### src/ttce_pkg.sv
// Package for the text terminal character engine.
// Holds the screen geometry, character codes, function codes and payload types.
// No dependencies.
package ttce_pkg;

  localparam int COLUMNS    = 80;
  localparam int ROWS       = 25;
  localparam int TAB_STOP   = 8;
  localparam int CELL_COUNT = COLUMNS * ROWS;

  localparam int COL_W     = 7;
  localparam int ROW_W     = 5;
  localparam int ADDR_W    = 11;
  localparam int CELL_W    = 16;
  localparam int CHAR_W    = 8;
  localparam int ATTR_W    = 8;
  localparam int FUNC_W    = 2;
  localparam int PADDR_W   = 3;
  localparam int PDATA_W   = 32;

  localparam logic [CHAR_W-1:0] CH_BS    = 8'h08;
  localparam logic [CHAR_W-1:0] CH_TAB   = 8'h09;
  localparam logic [CHAR_W-1:0] CH_LF    = 8'h0A;
  localparam logic [CHAR_W-1:0] CH_CR    = 8'h0D;
  localparam logic [CHAR_W-1:0] CH_SPACE = 8'h20;
  localparam logic [ATTR_W-1:0] ATTR_RESET = 8'h0F;

  localparam logic [FUNC_W-1:0] FN_PUT   = 2'd0;
  localparam logic [FUNC_W-1:0] FN_READ  = 2'd1;
  localparam logic [FUNC_W-1:0] FN_CLEAR = 2'd2;

  localparam logic REG_ATTR = 1'b0;

  typedef struct packed {
    logic [FUNC_W-1:0] func;
    logic [CHAR_W-1:0] char_code;
    logic [ADDR_W-1:0] cell_address;
  } cmd_t;

  typedef struct packed {
    logic [COL_W-1:0]  cursor_col;
    logic [ROW_W-1:0]  cursor_row;
    logic [ADDR_W-1:0] cursor_location;
    logic [CELL_W-1:0] cell_data;
    logic              did_scroll;
  } res_t;

  typedef struct packed {
    logic [COL_W-1:0] col;
    logic [ROW_W-1:0] row;
    logic             write_cell;
    logic             scroll;
  } cursor_t;

  function automatic logic [ADDR_W-1:0] cell_index(input logic [ROW_W-1:0] row,
                                                   input logic [COL_W-1:0] col);
    return ADDR_W'(int'(row) * COLUMNS + int'(col));
  endfunction

endpackage

### src/ttce_cursor.sv
// Cursor update for one put byte: control codes, printable advance, wrap, scroll.
// Depends on ttce_pkg.
module ttce_cursor (
  input  logic [ttce_pkg::COL_W-1:0]  col_i,
  input  logic [ttce_pkg::ROW_W-1:0]  row_i,
  input  logic [ttce_pkg::CHAR_W-1:0] char_i,
  output ttce_pkg::cursor_t           cursor_o
);
  import ttce_pkg::*;

  logic [COL_W:0] col_w;
  logic [ROW_W:0] row_w;
  logic [COL_W:0] col_t;
  logic [ROW_W:0] row_t;
  logic           printable;

  assign col_w     = {1'b0, col_i};
  assign row_w     = {1'b0, row_i};
  assign printable = (char_i[7:5] != 3'b000) && !char_i[7];

  always_comb begin
    col_t = col_w;
    row_t = row_w;
    case (char_i)
      CH_BS: begin
        if (col_w != '0) begin
          col_t = col_w - 1'b1;
        end
      end
      CH_TAB: begin
        col_t = col_w - (COL_W+1)'(col_w % TAB_STOP) + (COL_W+1)'(TAB_STOP);
      end
      CH_CR: begin
        col_t = '0;
      end
      CH_LF: begin
        col_t = '0;
        row_t = row_w + 1'b1;
      end
      default: begin
        if (printable) begin
          col_t = col_w + 1'b1;
        end
      end
    endcase
    if (col_t >= (COL_W+1)'(COLUMNS)) begin
      col_t = '0;
      row_t = row_t + 1'b1;
    end
    cursor_o.write_cell = printable;
    cursor_o.col        = col_t[COL_W-1:0];
    cursor_o.scroll     = row_t >= (ROW_W+1)'(ROWS);
    cursor_o.row        = cursor_o.scroll ? ROW_W'(ROWS - 1) : row_t[ROW_W-1:0];
  end

endmodule

### config.mk
export PLATFORM = sky130hd
export DESIGN_NAME = ttce_cursor
export DESIGN_NICKNAME = d
export VERILOG_FILES = /design/src/ttce_pkg.sv /design/src/ttce_cursor.sv
export SDC_FILE = /design/constraint.sdc
export NUM_CORES = 1
export LEC_CHECK = 0
export BUFFER_PORTS_ARGS = -buffer_cell sky130_fd_sc_hd__buf_2
export CAP_MARGIN = 20
export CORE_MARGIN = 5
export CORE_UTILIZATION = 55
export DETAILED_ROUTE_END_ITERATION = 8
export PLACE_DENSITY = 0.83
export SLEW_MARGIN = 20
export SYNTH_ARGS = -nofsm -noshare
export SYNTH_HDL_FRONTEND = slang
export SYNTH_SLANG_ARGS = --single-unit
### constraint.sdc
create_clock -name vclk -period 9.32
set_clock_uncertainty 0.15 [all_clocks]
set_input_delay 1.398 -clock vclk [all_inputs]
set_output_delay 1.398 -clock vclk [all_outputs]
set_load 0.01 [all_outputs]
==> impl_metrics.json, run 1 <==
{
  "outcome": "completed",
  "track_usage_pct": 18.6,
  "slew_headroom_pct": 46.4,
  "clock.fmax_ghz": 0.164,
  "cap_violations": 0,
  "start_util_pct": 56.7,
  "hold_viol_final": 0,
  "avgViaCountPerCell": 6.20,
  "critPathMaxStageDelay_ns": 0.64,
  "cp.arrival_ns": 4.54,
  "post_cts_buffers": 0,
  "slowest_stage": "a21oi_2",
  "vdd_ir_drop_max_mv": 0.0235,
  "gr-usage-met3_pct": 1.36,
  "io-pin-count": 34,
  "finalSetupViolCount": 0,
  "antenna_left": 0,
  "drc_errors": 0,
  "synth_area_um2": 1240,
  "place_area_um2": 1400,
  "postLayoutSetupSlackWorst_ns": 3.23,
  "drt_iter0_drc": 76,
  "hold_buffers": 0,
  "drive_gt1_share_pct": 23.0,
  "post_drt_wl_per_cell_um": 14.0,
  "dieWidth_um": 57.5,
  "syn_nets": 211,
  "worst_pin_slew_ns": 0.803,
  "place_ws_ns": 3.27,
  "period_share_pct": 65.3,
  "holdCritStartpoint": "col_i[2]",
  "ctsResizeCount": 0,
  "via_count": 1439,
  "holdPathEnd": "cursor_o[9]",
  "antenna_found_initial": 0,
  "register_area_um2": 0,
  "critPathLaunchType": "input pin",
  "cpLargestDelayFamily": "compound AO/OA/AOI/OAI gates",
  "synthToLayoutAreaGrowth_pct": 12.6,
  "worstSetupPathType": "in2out",
  "grt_use_met1_pct": 22.4,
  "worst-path-max-fanout": 20,
  "portBuffers": 34,
  "seq_cell_count": 0,
  "grt_overflow": 0,
  "clock_buffers": 0,
  "hold_depth": 3,
  "setup_tns_ns": 0,
  "rows": 17,
  "syn_inst": 177,
  "cp_num_buf_inv": 3,
  "grt-busiest-layer": "met2",
  "final_util_pct": 63.8,
  "seq_area_frac_synth_pct": 0,
  "antennaDiodeCount": 0,
  "final_cell_mix": "buf_2 (34), nor2_1 (24), nand2_1 (14), ha_1 (14), inv_1 (13)",
  "crit_required_ns": 7.77,
  "mostFrequentLayoutCell": "buf_2",
  "grtUsageMet2_pct": 35.6,
  "p_leak_uw": 0.000618,
  "yosysUniqueCellTypes": 59,
  "finalNetCount": 240,
  "first_pass_iters": 4,
  "grt_pass1_vias": 1281,
  "layout_min_cycle_time_ns": 6.09,
  "drv_slew": 0,
  "yosysWarnings": 0,
  "endpoint_kind": "output port",
  "min_path_type": "in2out",
  "die_height_um": 57.5,
  "syn_area_per_cell_um2": 7.01,
  "rsz0062_at_grt": "false",
  "postRouteWirelength_mm": 3.24,
  "cellPowerDensity_nw_per_um2": 42.6,
  "hpwl_mm": 2.66,
  "core_area_um2": 2190,
  "die_area_um2": 3310,
  "final_area_um2": 1400,
  "gp_congestion": 0.889,
  "n_fill_cell": 209,
  "grt_max_degree": 21,
  "grt_pass1_wl_mm": 5.27,
  "critical_path.cell_chain": "buf_2, inv_1, ha_1, or3b_1, a21oi_1, mux2i_1, o211ai_2, a21oi_2, a21oi_1, or4b_4, o211a_1, buf_2"
}
-- logic make-up (layout without fill, tap and decap cells) --
kind of cell    after synthesis  after routing  share of synthesized area (%)
xor+xnor                     12             12                           8.47
buf+inv                      21             48                           8.37
mux                           4              4                           3.43
simple gates                 82             82                           37.9
fa+ha+maj                    14             14                           14.1
compound gates               44             44                           27.7
-- area by class of cell --
cell class | instances | area (µm²) | share of cell area, %
Inverter | 14 | 55.1 | 3.94
Timing Repair Buffer | 34 | 170 | 12.2
Multi-Input combinational cell | 156 | 1140 | 81.4
Tap cell | 28 | 35.0 | 2.51
-- metrics by stage --
step,hold WS (ns),total power [µW],std cells
2_1_floorplan,2.73,40.0,177
3_3_place_gp,3.01,57.6,232
3_5_place_dp,3.02,59.0,232
4_1_cts,3.02,59.4,232
5_1_grt,3.05,65.6,232
6_report,3.02,59.6,232
-- metal layers --
metal	share of wire (%)	wire length (µm)
met1	43	1400
met2	52	1670
met3	4.9	157
met4	0.43	14
met5	0	0
-- power breakdown --
part,total [µW],switching (µW),internal (µW)
Sequential,0,0,0
Combinational,59.6,35.0,24.6
Clock,0,0,0
-- worst max path at each step --
stage,end,from,slack [ns],cells after the start
floorplan,cursor_o[0],col_i[1],4.04,11
global placement,cursor_o[3],col_i[1],3.36,12
detailed placement,cursor_o[3],col_i[0],3.27,12
CTS,cursor_o[3],col_i[0],3.26,12
global route,cursor_o[2],col_i[4],3.01,12
finish,cursor_o[3],col_i[0],3.23,12
-- cell usage after synthesis (all sizes together) (2+ instances only) --
master  instances  area share (%)
o21ai           7             2.8
or3b            2             1.4
mux2            2             1.8
nand4b          2             1.4
inv            14             4.4
buf             5             3.2
nand3b          2             1.2
clkbuf          2            0.70
nand2          14             4.2
nand3           9             3.6
nor4b           2             1.4
nor2b           2             1.0
and4            2             1.4
or4b            2             1.9
mux2i           2             1.6
nor4            3             2.7
ha             14              14
xor2            4             2.8
nand4           3             2.7
a311oi          2             1.4
o211ai          2             1.6
and3            6             3.0
a221oi          4             3.3
nor3            5             2.0
a31oi           3             1.5
xnor2           8             5.6
a21oi           9             3.9
nor2           24             7.3
a211oi          3             2.2
Note: power is estimated with default switching activity, not from simulation.
==> inputs of run 2 (changes only) <==
==> constraint.sdc (replaced) <==
create_clock -name vclk -period 6.2
set_clock_uncertainty 0.15 [all_clocks]
set_input_delay 0.93 -clock vclk [all_inputs]
set_output_delay 0.93 -clock vclk [all_outputs]
set_load 0.01 [all_outputs]
==> impl_metrics.json, run 2 (synthesis results as in run 1) <==
{
  "avgViaCountPerCell": 6.20,
  "antenna_found_initial": 0,
  "outcome": "completed",
  "mostFrequentLayoutCell": "buf_2",
  "hold_buffers": 0,
  "antenna_left": 0,
  "holdPathEnd": "cursor_o[7]",
  "grt_max_degree": 21,
  "place_ws_ns": 1.08,
  "hold_depth": 3,
  "ctsResizeCount": 0,
  "core_area_um2": 2190,
  "start_util_pct": 56.7,
  "endpoint_kind": "output port",
  "register_area_um2": 0,
  "post_cts_buffers": 0,
  "track_usage_pct": 18.8,
  "min_path_type": "in2out",
  "drv_slew": 0,
  "period_share_pct": 82.7,
  "hold_viol_final": 0,
  "fin_total_pwr_uw": 89.7,
  "rsz0062_at_grt": "false",
  "synthToLayoutAreaGrowth_pct": 12.6,
  "finalNetCount": 240,
  "die_area_um2": 3310,
  "gp_congestion": 0.889,
  "hpwl_mm": 2.72,
  "drt_iter0_drc": 63,
  "p_leak_uw": 0.000618,
  "grt_overflow": 0,
  "finalSetupViolCount": 0,
  "final_cell_mix": "buf_2 (34), nor2_1 (24), nand2_1 (14), ha_1 (14), inv_1 (13)",
  "setup_tns_ns": 0,
  "postLayoutSetupSlackWorst_ns": 1.07,
  "vdd_ir_drop_max_mv": 0.0349,
  "slew_headroom_pct": 48.5,
  "grt_pass1_wl_mm": 5.24,
  "crit_required_ns": 5.12,
  "drc_errors": 0,
  "seq_cell_count": 0,
  "worst_pin_slew_ns": 0.773,
  "grt_pass1_vias": 1276,
  "worst-path-max-fanout": 20,
  "clock.fmax_ghz": 0.195,
  "layout_min_cycle_time_ns": 5.13,
  "portBuffers": 34,
  "first_pass_iters": 4,
  "antennaDiodeCount": 0,
  "via_count": 1438,
  "cap_violations": 0,
  "final_util_pct": 63.8,
  "post_drt_wl_per_cell_um": 14.1,
  "critPathLaunchType": "input pin",
  "cp.arrival_ns": 4.05,
  "dieWidth_um": 57.5,
  "postRouteWirelength_mm": 3.27,
  "rows": 17,
  "cellPowerDensity_nw_per_um2": 64.2,
  "worstSetupPathType": "in2out",
  "io-pin-count": 34,
  "die_height_um": 57.5,
  "drive_gt1_share_pct": 23.0,
  "clock_buffers": 0,
  "holdCritStartpoint": "col_i[0]"
}
[run 2: cell counts in the layout (fill, tap and decap cells not counted)]
Identical to the previous run, type by type.
[run 2: worst max path at each step]
stage,from,to,slack [ns],cells past startpoint
floorplan,col_i[1],cursor_o[0],1.86,11
global placement,col_i[1],cursor_o[3],1.17,12
detailed placement,col_i[1],cursor_o[3],1.08,12
CTS,col_i[1],cursor_o[3],1.07,12
global route,col_i[1],cursor_o[2],0.76,12
finish,col_i[1],cursor_o[3],1.07,12
[run 2: critical path, stage by stage]
cell      delay (ns)
buf_2           0.12
inv_1           0.07
ha_1            0.22
or3b_1          0.41
a21oi_1         0.17
mux2i_1         0.30
o211ai_2        0.13
a21oi_2         0.62
a21oi_1         0.17
or4b_4          0.53
o211a_1         0.24
buf_2           0.13
[run 2: routing by layer]
| metal | routed length (µm) | global-route usage, % |
|---|---|---|
| met5 | 0 | 0 |
| met4 | 40 | 4.30 |
| met3 | 201 | 1.36 |
| met2 | 1630 | 36.1 |
| met1 | 1400 | 22.1 |
[run 2: layout make-up]
cell class                 instances  area [µm²]
multi-input combinational        156        1140
fill                             204         793
inverter                          14        55.1
timing repair buffer              34         170
tap                               28        35.0
[run 2: through the flow]
stage	instances	instance area (µm²)	hold slack, ns
after floorplan	177	1240	1.79
after global placement	232	1400	2.07
after detailed placement	232	1400	2.08
after CTS	232	1400	2.08
after global routing	232	1400	2.11
final	232	1400	2.08
[run 2: report_power, final]
part | internal, µW | leakage (µW) | switching [µW] | total (µW)
Clock | 0 | 0 | 0 | 0
Sequential | 0 | 0 | 0 | 0
Combinational | 37.0 | 0.000618 | 52.7 | 89.7
Total | 37.0 | 0.000618 | 52.7 | 89.7
